## src/design/assert_macros.svh

```systemverilog
// ----------------------------------------------------------------------------
// Assertion macros
// Shared concurrent assertion wrappers; they compile to nothing under SYNTH.
// ----------------------------------------------------------------------------
`ifndef ASSERT_MACROS_SVH
`define ASSERT_MACROS_SVH

`ifndef SYNTH
// check that a property holds at every rising edge out of reset
`define QPSK_ASSERT(name, clk, rst, prop) \
  name: assert property (@(posedge clk) disable iff (rst) (prop)) \
    else $error("assertion failed");
// check that a condition never holds out of reset
`define QPSK_NEVER(name, clk, rst, cond) \
  name: assert property (@(posedge clk) disable iff (rst) !(cond)) \
    else $error("forbidden condition seen");
`else
`define QPSK_ASSERT(name, clk, rst, prop)
`define QPSK_NEVER(name, clk, rst, cond)
`endif

`endif

```

## src/design/qpsk_psm_pkg.sv

```systemverilog
// ----------------------------------------------------------------------------
// qpsk_psm_pkg
// Types, widths and codes shared by the QPSK pulse-shaped modulator.
// ----------------------------------------------------------------------------
package qpsk_psm_pkg;

  // default geometry of the polyphase filter
  localparam int SAMPLES_PER_SYMBOL = 20;
  localparam int SYMBOL_SPAN        = 6;

  // fixed field widths
  localparam int COEF_W    = 16;
  localparam int CIDX_W    = 7;
  localparam int OUT_W     = 16;
  localparam int AMP_W     = 18;
  localparam int GAIN_W    = 16;
  localparam int GAIN_FRAC = 12;
  localparam int CFG_IDX_W = 1;

  // register reset values
  localparam logic [AMP_W-1:0]  AMP_RESET  = AMP_W'(160000);
  localparam logic [GAIN_W-1:0] GAIN_RESET = GAIN_W'(4096);

  // register indexes
  localparam logic [CFG_IDX_W-1:0] REG_AMPLITUDE = 1'b0;
  localparam logic [CFG_IDX_W-1:0] REG_GAIN      = 1'b1;

  // item operations
  localparam logic OP_SYMBOL    = 1'b0;
  localparam logic OP_COEF_WR   = 1'b1;

  // carrier phases: I, -Q, -I, Q
  localparam logic [1:0] CAR_I  = 2'd0;
  localparam logic [1:0] CAR_NQ = 2'd1;
  localparam logic [1:0] CAR_NI = 2'd2;
  localparam logic [1:0] CAR_Q  = 2'd3;

  typedef struct packed {
    logic                     operation;
    logic [1:0]               symbol;
    logic [CIDX_W-1:0]        coef_index;
    logic signed [COEF_W-1:0] coef_value;
  } in_item_t;

  typedef struct packed {
    logic signed [OUT_W-1:0] sample;
    logic                    last;
  } out_item_t;

  // controller to datapath
  typedef struct packed {
    logic coef_wr;
    logic sym_push;
    logic issue;
    logic last;
  } dp_cmd_t;

  // datapath to controller
  typedef struct packed {
    logic adv;
    logic busy;
  } dp_status_t;

endpackage

```

## src/design/qpsk_psm_ctrl.sv

```systemverilog
// ----------------------------------------------------------------------------
// qpsk_psm_ctrl
// Sequencer: takes items, steps the sample phase and waits for the pipe to empty.
// ----------------------------------------------------------------------------
`include "assert_macros.svh"

module qpsk_psm_ctrl #(
  parameter int SPS = qpsk_psm_pkg::SAMPLES_PER_SYMBOL
) (
  input  logic                         clk,
  input  logic                         rst,
  input  logic                         in_valid,
  output logic                         in_ready,
  input  logic                         operation,
  input  qpsk_psm_pkg::dp_status_t     status,
  output qpsk_psm_pkg::dp_cmd_t        cmd,
  output logic [$clog2(SPS)-1:0]       phase
);
  import qpsk_psm_pkg::*;

  localparam int PW = $clog2(SPS);

  typedef enum logic [2:0] {
    IDLE  = 3'b001,
    RUN   = 3'b010,
    DRAIN = 3'b100
  } state_t;

  state_t        state, state_next;
  logic [PW-1:0] phase_next;
  logic          accept;
  logic          last_phase;

  assign in_ready   = (state == IDLE);
  assign accept     = in_valid && in_ready;
  assign last_phase = (phase == PW'(SPS - 1));

  // commands to the datapath
  always_comb begin
    cmd.coef_wr  = accept && (operation == OP_COEF_WR);
    cmd.sym_push = accept && (operation == OP_SYMBOL);
    cmd.issue    = (state == RUN) && status.adv;
    cmd.last     = last_phase;
  end

  // next state and phase
  always_comb begin
    state_next = state;
    phase_next = phase;
    unique case (state)
      IDLE: begin
        if (cmd.sym_push) begin
          state_next = RUN;
          phase_next = '0;
        end
      end
      RUN: begin
        if (status.adv) begin
          if (last_phase) begin
            state_next = DRAIN;
          end else begin
            phase_next = phase + PW'(1);
          end
        end
      end
      DRAIN: begin
        if (!status.busy) begin
          state_next = IDLE;
        end
      end
      default: state_next = IDLE;
    endcase
  end

  always_ff @(posedge clk) begin
    if (rst) begin
      state <= IDLE;
      phase <= '0;
    end else begin
      state <= state_next;
      phase <= phase_next;
    end
  end

  `QPSK_ASSERT(a_push_starts_run, clk, rst, cmd.sym_push |=> (state == RUN) && (phase == '0))
  `QPSK_ASSERT(a_last_goes_drain, clk, rst, (cmd.issue && cmd.last) |=> (state == DRAIN))
  `QPSK_NEVER(a_no_wr_when_busy, clk, rst, cmd.coef_wr && (state != IDLE))

endmodule

```

## src/design/qpsk_psm_dp.sv

```systemverilog
// ----------------------------------------------------------------------------
// qpsk_psm_dp
// Coefficient banks, symbol history, tap sum, carrier mix, scale and saturate.
// ----------------------------------------------------------------------------
`include "assert_macros.svh"

module qpsk_psm_dp #(
  parameter int SPS  = qpsk_psm_pkg::SAMPLES_PER_SYMBOL,
  parameter int SPAN = qpsk_psm_pkg::SYMBOL_SPAN
) (
  input  logic                                    clk,
  input  logic                                    rst,
  input  qpsk_psm_pkg::in_item_t                  in_data,
  input  qpsk_psm_pkg::dp_cmd_t                   cmd,
  input  logic [$clog2(SPS)-1:0]                  phase,
  output qpsk_psm_pkg::dp_status_t                status,
  input  logic                                    cfg_we,
  input  logic [qpsk_psm_pkg::CFG_IDX_W-1:0]      cfg_index,
  input  logic [qpsk_psm_pkg::AMP_W-1:0]          cfg_data,
  output logic                                    out_valid,
  input  logic                                    out_ready,
  output qpsk_psm_pkg::out_item_t                 out_data
);
  import qpsk_psm_pkg::*;

  localparam int PW      = $clog2(SPS);
  localparam int TW      = $clog2(SPAN);
  localparam int MW      = COEF_W + $clog2(SPAN);
  localparam int SW      = MW + 1;
  localparam int SCALE_W = AMP_W + GAIN_W;
  localparam int PRW     = MW + SCALE_W;
  localparam int SH      = COEF_W - 1 + GAIN_FRAC;
  localparam int NUM     = SPS * SPAN;
  localparam int NUM_W   = $clog2(NUM + 1);
  localparam int XW      = (CIDX_W > NUM_W) ? CIDX_W : NUM_W;

  // configuration
  logic [AMP_W-1:0]   amplitude;
  logic [GAIN_W-1:0]  gain;
  logic [SCALE_W-1:0] scale;

  // symbol history
  logic [1:0] hist_sym [SPAN];
  logic       hist_vld [SPAN];

  // write address decode
  logic [XW-1:0] idx_ext;
  logic          wr_in_range;
  logic [TW-1:0] wr_tap;
  logic [PW-1:0] wr_phase;

  // pipeline registers
  logic                     v1, last1;
  logic [1:0]               car1;
  logic signed [COEF_W-1:0] rd [SPAN];
  logic                     v2, last2;
  logic signed [SW-1:0]     sel2;
  logic                     v3, last3, neg3;
  logic [PRW-1:0]           prod3;

  logic                 adv;
  logic [1:0]           car_issue;
  logic signed [SW-1:0] si, sq, sel;
  logic                 neg;
  logic [MW-1:0]        mag;
  logic [PRW-1:0]       shifted, lim, mag_c;

  assign adv         = !out_valid || out_ready;
  assign status.adv  = adv;
  assign status.busy = v1 || v2 || v3 || out_valid;

  // hold the configuration registers and the combined scale
  always_ff @(posedge clk) begin
    if (rst) begin
      amplitude <= AMP_RESET;
      gain      <= GAIN_RESET;
    end else if (cfg_we) begin
      unique case (cfg_index)
        REG_AMPLITUDE: amplitude <= cfg_data;
        REG_GAIN:      gain      <= cfg_data[GAIN_W-1:0];
        default: ;
      endcase
    end
  end

  always_ff @(posedge clk) begin
    scale <= SCALE_W'(amplitude) * SCALE_W'(gain);
  end

  // split the coefficient address into tap and phase
  always_comb begin
    idx_ext     = XW'(in_data.coef_index);
    wr_in_range = (idx_ext < XW'(NUM));
    wr_tap      = '0;
    wr_phase    = PW'(idx_ext);
    for (int t = 1; t < SPAN; t++) begin
      if (idx_ext >= XW'(t * SPS)) begin
        wr_tap   = TW'(t);
        wr_phase = PW'(idx_ext - XW'(t * SPS));
      end
    end
  end

  // shift the symbol history on each new symbol
  always_ff @(posedge clk) begin
    if (rst) begin
      for (int t = 0; t < SPAN; t++) begin
        hist_vld[t] <= 1'b0;
      end
    end else if (cmd.sym_push) begin
      hist_vld[0] <= 1'b1;
      for (int t = 1; t < SPAN; t++) begin
        hist_vld[t] <= hist_vld[t-1];
      end
    end
  end

  always_ff @(posedge clk) begin
    if (cmd.sym_push) begin
      hist_sym[0] <= in_data.symbol;
      for (int t = 1; t < SPAN; t++) begin
        hist_sym[t] <= hist_sym[t-1];
      end
    end
  end

  // one coefficient bank per tap, all read at the same phase
  for (genvar g = 0; g < SPAN; g++) begin : g_bank
    logic [COEF_W-1:0] bank [SPS];

    always_ff @(posedge clk) begin
      if (cmd.coef_wr && wr_in_range && (wr_tap == TW'(g))) begin
        bank[wr_phase] <= in_data.coef_value;
      end
      if (cmd.issue) begin
        rd[g] <= bank[phase];
      end
    end
  end

  // carrier phase of the issued sample
  assign car_issue = (phase == PW'(SPS - 1)) ? CAR_I : (phase[1:0] + 2'd1);

  // stage 1: read
  always_ff @(posedge clk) begin
    if (rst) begin
      v1 <= 1'b0;
    end else if (adv) begin
      v1 <= cmd.issue;
    end
  end

  always_ff @(posedge clk) begin
    if (cmd.issue) begin
      last1 <= cmd.last;
      car1  <= car_issue;
    end
  end

  // sum the taps per branch and mix with the carrier
  always_comb begin
    si = '0;
    sq = '0;
    for (int t = 0; t < SPAN; t++) begin
      if (hist_vld[t]) begin
        si = hist_sym[t][0] ? (si - SW'(rd[t])) : (si + SW'(rd[t]));
        sq = hist_sym[t][1] ? (sq - SW'(rd[t])) : (sq + SW'(rd[t]));
      end
    end
    case (car1)
      CAR_I:   sel = si;
      CAR_NQ:  sel = -sq;
      CAR_NI:  sel = -si;
      CAR_Q:   sel = sq;
      default: sel = si;
    endcase
  end

  // stage 2: mixed sum
  always_ff @(posedge clk) begin
    if (rst) begin
      v2 <= 1'b0;
    end else if (adv) begin
      v2 <= v1;
    end
  end

  always_ff @(posedge clk) begin
    if (adv) begin
      sel2  <= sel;
      last2 <= last1;
    end
  end

  // stage 3: magnitude times amplitude and gain
  assign neg = sel2[SW-1];
  assign mag = neg ? MW'(-sel2) : MW'(sel2);

  always_ff @(posedge clk) begin
    if (rst) begin
      v3 <= 1'b0;
    end else if (adv) begin
      v3 <= v2;
    end
  end

  always_ff @(posedge clk) begin
    if (adv) begin
      prod3 <= PRW'(mag) * PRW'(scale);
      neg3  <= neg;
      last3 <= last2;
    end
  end

  // truncate, saturate and restore the sign
  always_comb begin
    shifted = prod3 >> SH;
    lim     = neg3 ? PRW'(1 << (OUT_W - 1)) : PRW'((1 << (OUT_W - 1)) - 1);
    mag_c   = (shifted > lim) ? lim : shifted;
  end

  // output register
  always_ff @(posedge clk) begin
    if (rst) begin
      out_valid <= 1'b0;
    end else if (adv) begin
      out_valid <= v3;
    end
  end

  always_ff @(posedge clk) begin
    if (adv) begin
      out_data.sample <= neg3 ? -signed'(mag_c[OUT_W-1:0]) : signed'(mag_c[OUT_W-1:0]);
      out_data.last   <= last3;
    end
  end

  `QPSK_NEVER(a_push_while_busy, clk, rst, cmd.sym_push && status.busy)
  `QPSK_NEVER(a_wr_while_busy, clk, rst, cmd.coef_wr && status.busy)
  `QPSK_NEVER(a_hist_contiguous, clk, rst, hist_vld[1] && !hist_vld[0])

endmodule

```

## src/design/qpsk_psm_top.sv

```systemverilog
// ----------------------------------------------------------------------------
// qpsk_pulse_shaped_modulator_core
// QPSK modulator with polyphase pulse-shaping filter and quarter-rate carrier.
// ----------------------------------------------------------------------------
// Usage:
//   in channel  (in_valid/in_ready/in_data): one beat is either a symbol or a
//   coefficient write. A coefficient write yields nothing.
//   A symbol yields SAMPLES_PER_SYMBOL beats on the out channel
//   (out_valid/out_ready/out_data), the last one flagged by last.
//   Load all coefficients before sending symbols.
//   cfg port (cfg_we/cfg_index/cfg_data): amplitude at index 0, gain at
//   index 1; write them only while no symbol is in flight (not enforced).
// Timing:
//   After a symbol is taken, its samples leave one a cycle while the receiver
//   does not stall, through a four-stage pipe (bank read, tap sum, multiply,
//   clamp). A new symbol is taken only after the previous one is done:
//   in_ready is low from after acceptance until the pipe has drained. All
//   taps of one sample are read together from one bank per tap, which sets
//   the one-sample-a-cycle rate.
//   A receiver stall freezes the whole pipe; nothing is lost.
// Reset: clears the symbol history and restores amplitude and gain defaults;
//   coefficient banks keep their contents and must be reloaded.
// ----------------------------------------------------------------------------
module qpsk_pulse_shaped_modulator_core #(
  parameter int SAMPLES_PER_SYMBOL = qpsk_psm_pkg::SAMPLES_PER_SYMBOL,
  parameter int SYMBOL_SPAN        = qpsk_psm_pkg::SYMBOL_SPAN
) (
  input  logic                               clk,
  input  logic                               rst,
  input  logic                               in_valid,
  output logic                               in_ready,
  input  qpsk_psm_pkg::in_item_t             in_data,
  output logic                               out_valid,
  input  logic                               out_ready,
  output qpsk_psm_pkg::out_item_t            out_data,
  input  logic                               cfg_we,
  input  logic [qpsk_psm_pkg::CFG_IDX_W-1:0] cfg_index,
  input  logic [qpsk_psm_pkg::AMP_W-1:0]     cfg_data
);
  import qpsk_psm_pkg::*;

  dp_cmd_t                           cmd;
  dp_status_t                        status;
  logic [$clog2(SAMPLES_PER_SYMBOL)-1:0] phase;

  qpsk_psm_ctrl #(
    .SPS (SAMPLES_PER_SYMBOL)
  ) u_ctrl (
    .clk       (clk),
    .rst       (rst),
    .in_valid  (in_valid),
    .in_ready  (in_ready),
    .operation (in_data.operation),
    .status    (status),
    .cmd       (cmd),
    .phase     (phase)
  );

  qpsk_psm_dp #(
    .SPS  (SAMPLES_PER_SYMBOL),
    .SPAN (SYMBOL_SPAN)
  ) u_dp (
    .clk       (clk),
    .rst       (rst),
    .in_data   (in_data),
    .cmd       (cmd),
    .phase     (phase),
    .status    (status),
    .cfg_we    (cfg_we),
    .cfg_index (cfg_index),
    .cfg_data  (cfg_data),
    .out_valid (out_valid),
    .out_ready (out_ready),
    .out_data  (out_data)
  );

endmodule
```

## config.mk

```make
export PLATFORM = sky130hd
export DESIGN_NAME = qpsk_pulse_shaped_modulator_core
export DESIGN_NICKNAME = d
export VERILOG_FILES = /design/src/design/qpsk_psm_pkg.sv /design/src/design/qpsk_psm_ctrl.sv /design/src/design/qpsk_psm_dp.sv /design/src/design/qpsk_psm_top.sv
export VERILOG_INCLUDE_DIRS = /design/src /design/src/design
export SDC_FILE = /design/constraint.sdc
export NUM_CORES = 2
export LEC_CHECK = 0
export BUFFER_PORTS_ARGS = -buffer_cell sky130_fd_sc_hd__clkbuf_2
export CAP_MARGIN = 15
export CELL_PAD_IN_SITES_DETAIL_PLACEMENT = 0
export CELL_PAD_IN_SITES_GLOBAL_PLACEMENT = 1
export CORE_MARGIN = 2
export CORE_UTILIZATION = 31
export CTS_CLUSTER_DIAMETER = 200
export DETAILED_ROUTE_END_ITERATION = 8
export PLACE_DENSITY = 0.62
export SLEW_MARGIN = 20
export SYNTH_ARGS = -nofsm -noshare
export SYNTH_HDL_FRONTEND = slang
export SYNTH_SLANG_ARGS = --single-unit
```

## constraint.sdc

```tcl
create_clock -name clk -period 11.15 [get_ports clk]
set_input_delay 2.23 -clock clk [delete_from_list [all_inputs] [get_ports clk]]
set_output_delay 2.23 -clock clk [all_outputs]
set_load 0.1 [all_outputs]
```

==> impl_metrics.toml <==
[logic_synthesis]
postSynthCellCount = 9140
synth_seq_cells = 2188
avgSynthCellArea_um2 = 13.8
synth_top_area_share = 0.500
ys_async_sr_fraction = 0
synth_top_area_cell = "edfxtp_1"
synth-seq-area-share = 0.513
yosysWarnings = 0
synth_area_leaders = "edfxtp_1, fa_1, mux4_2, ha_1, inv_1"
synthesis.area_um2 = 126000
synth-edff-count = 2102
synthTopCellsByCount = "edfxtp_1, inv_1, nand2_1, fa_1, mux4_2"
synth_fp_nets = 10419
synth_cell_types = 107
ys.flop_type = "edfxtp_1"
yosysMostFrequentCell = "edfxtp_1"

[clock_tree]
clk_path_buf_depth = 4
cts_max_level = 4
numCtsBuffers = 230
cts_tree = "yes"
cts.sinks = 2188
clk_latency_ps = 980
clk_pin_slew_ps = 60
root_buffer = "clkbuf_16"
ctsHoldBuffers = 0

[routing]
routed_wl_mm = 326
wire_per_inst_um = 21.9
wl_met2_mm = 159
firstDrtPassIters = 6
wl_met1_mm = 143
highest_layer = "met5"
final_antenna_net_count = 0
vias = 73191
drtIter0Drc = 5721
drc = 0
vias_per_cell = 4.92
met3WireLength_mm = 17.0

[sta]
relSlewSlack = 0.214
drv_slew = 0
worst_pin_slew_ps = 1180
final_hold_viol_count = 0
fmax_mhz = 95.4
fin_crit_sh = 0.940
finClkSkew_ps = 145
tns_ps = 0
period_minus_slack_ps = 10480
rsz0062_at_grt = "false"
setup_violations = 0

[critical_path]
cp_slowest_cell = "mux4_2"
slowest_delay_ps = 520
cp.arrival_ps = 11090
reg2reg_to = "u_dp.sel2[19]$_DFFE_PP_"
crit_path_frequent_cell = "ha_1"
cp.required_ps = 11760
r2r_cells = 47
start_kind = "flop"
reg2reg_slack_ps = 670
r2r-start = "u_dp.rd[0][0]$_DFFE_PP_"
critPathLaunch = "u_dp.rd[0][0]$_DFFE_PP_"
cp_max_fo = 5
path_class = "flop to flop"
end_kind = "flop"

[global_route]
grt_use_total = 0.156
grt_max_degree = 121
first_global_vias = 76716
grt_overflow = 0
antenna_found_initial = 17
grt_pass1_wl_mm = 492

[finish]
seq_area_um2 = 64900
multi_input_area_um2 = 56500
drive_gt1_frac = 0.161
finalCoreUtilization = 0.349
fin_area_um2 = 142000
final_nets = 10528
fill_cells = 39011
area_delta_synth_final_pct = 12.1

[floorplanning]
die_y_um = 642
die_area_um2 = 413000
num_rows = 234
io_pins = 69
start_util = 0.311
fp.dieW_um = 642
core_um2 = 406000

[job]
maxCapViolCount = 0

[hold_path]
hold_class = "flop to flop"
worstHoldPathCells = 0
min_to = "u_dp.out_data[0]$_DFFE_PP_"
hp-start = "u_dp.last3$_DFFE_PP_"

[placement]
hpwl_mm = 219
placed_area_um2 = 134000
place_congestion = 0.823
port_buffers = 68

[run_status]
status = "finished clean"
-- placed cells by master (no fill, tap or decap), types with 50 or more instances in the layout --
cell type	instances
a21o_1	68
a21oi_1	268
and2_1	230
buf_4	265
clkbuf_1	50
clkbuf_16	231
clkbuf_2	53
dfxtp_1	80
edfxtp_1	2102
fa_1	774
ha_1	455
inv_1	984
mux2_2	145
mux4_2	580
nand2_1	957
nand3_1	63
nor2_1	460
nor2b_1	138
nor3_1	90
o21a_1	50
o21ai_0	186
xnor2_1	264
xor2_1	74
-- cell type report --
cell class / instances / share of cell area
clock buffers: 283 / 0.0423
inverters: 989 / 0.0262
diodes: 4 / 0.0000707
multi-input cells: 5515 / 0.399
flip-flops and latches: 2188 / 0.458
well taps: 5428 / 0.0480
clock inverters: 136 / 0.00936
repair buffers: 325 / 0.0169
-- cells by family (layout without fill, tap and decap cells) --
logic type | count (synthesis) | after routing | share of synthesized area
and+or+nand+nor | 2232 | 2232 | 0.0824
DFF | 2188 | 2188 | 0.513
buffers and inverters | 1437 | 1733 | 0.0428
adders and majority gates | 1229 | 1229 | 0.168
AOI/OAI and AO/OA | 918 | 918 | 0.0477
muxes | 772 | 772 | 0.120
xor gates and xnor gates | 364 | 364 | 0.0259
other | 0 | 4 | 0
-- worst max-delay path: cells and delay by family, from the launching register on --
family	cells	cell delay (ps)
buffers and inverters	4	480
DFF	1	360
muxes	3	1130
adders and majority gates	6	1490
and+or+nand+nor	13	2900
AOI/OAI and AO/OA	15	2690
xor gates and xnor gates	6	1090
-- repair_timing --
action                     CTS  global route
resized for setup            0            33
setup buffers                0             8
setup endpoints to repair    0             5
-- sequential cells by signal, indices dropped and copies added (netlist names), 2 cells and up, named ones only --
signal and flops:
u_ctrl.phase 5, u_ctrl.state 3, u_dp.amplitude 18, u_dp.car1 2, u_dp.g_bank.bank 1920, u_dp.gain 16, u_dp.hist_sym 12, u_dp.hist_vld 6
u_dp.out_data 17, u_dp.prod3 26, u_dp.rd 96, u_dp.scale 34, u_dp.sel2 20
-- worst max-delay path by stage --
stage               cells past startpoint                      end  slack (ps)
global placement                       48  u_dp.sel2[19]$_DFFE_PP_         370
global route                           47  u_dp.sel2[19]$_DFFE_PP_          20
floorplan                              48  u_dp.sel2[19]$_DFFE_PP_         900
finish                                 47  u_dp.sel2[19]$_DFFE_PP_         670
detailed placement                     48  u_dp.sel2[19]$_DFFE_PP_         420
CTS                                    48  u_dp.sel2[19]$_DFFE_PP_         220
-- metal layers --
layer  track usage  vias up
met5             0        -
met2         0.265     1745
li1              -    32788
met3        0.0229      401
met4        0.0327        2
met1         0.212    38255
-- per-stage QoR --
step           worst slack [ps]  hold slack (ps)  cells
2_1_floorplan               904              400   9140
3_3_place_gp                370              410  14436
3_5_place_dp                420              407  14437
4_1_cts                     216              419  14856
5_1_grt                    23.4              422  14865
6_report                    665              416  14868
Power is not shown: default switching activity piles up to over one toggle a cycle in this logic, so the estimate is an artifact.
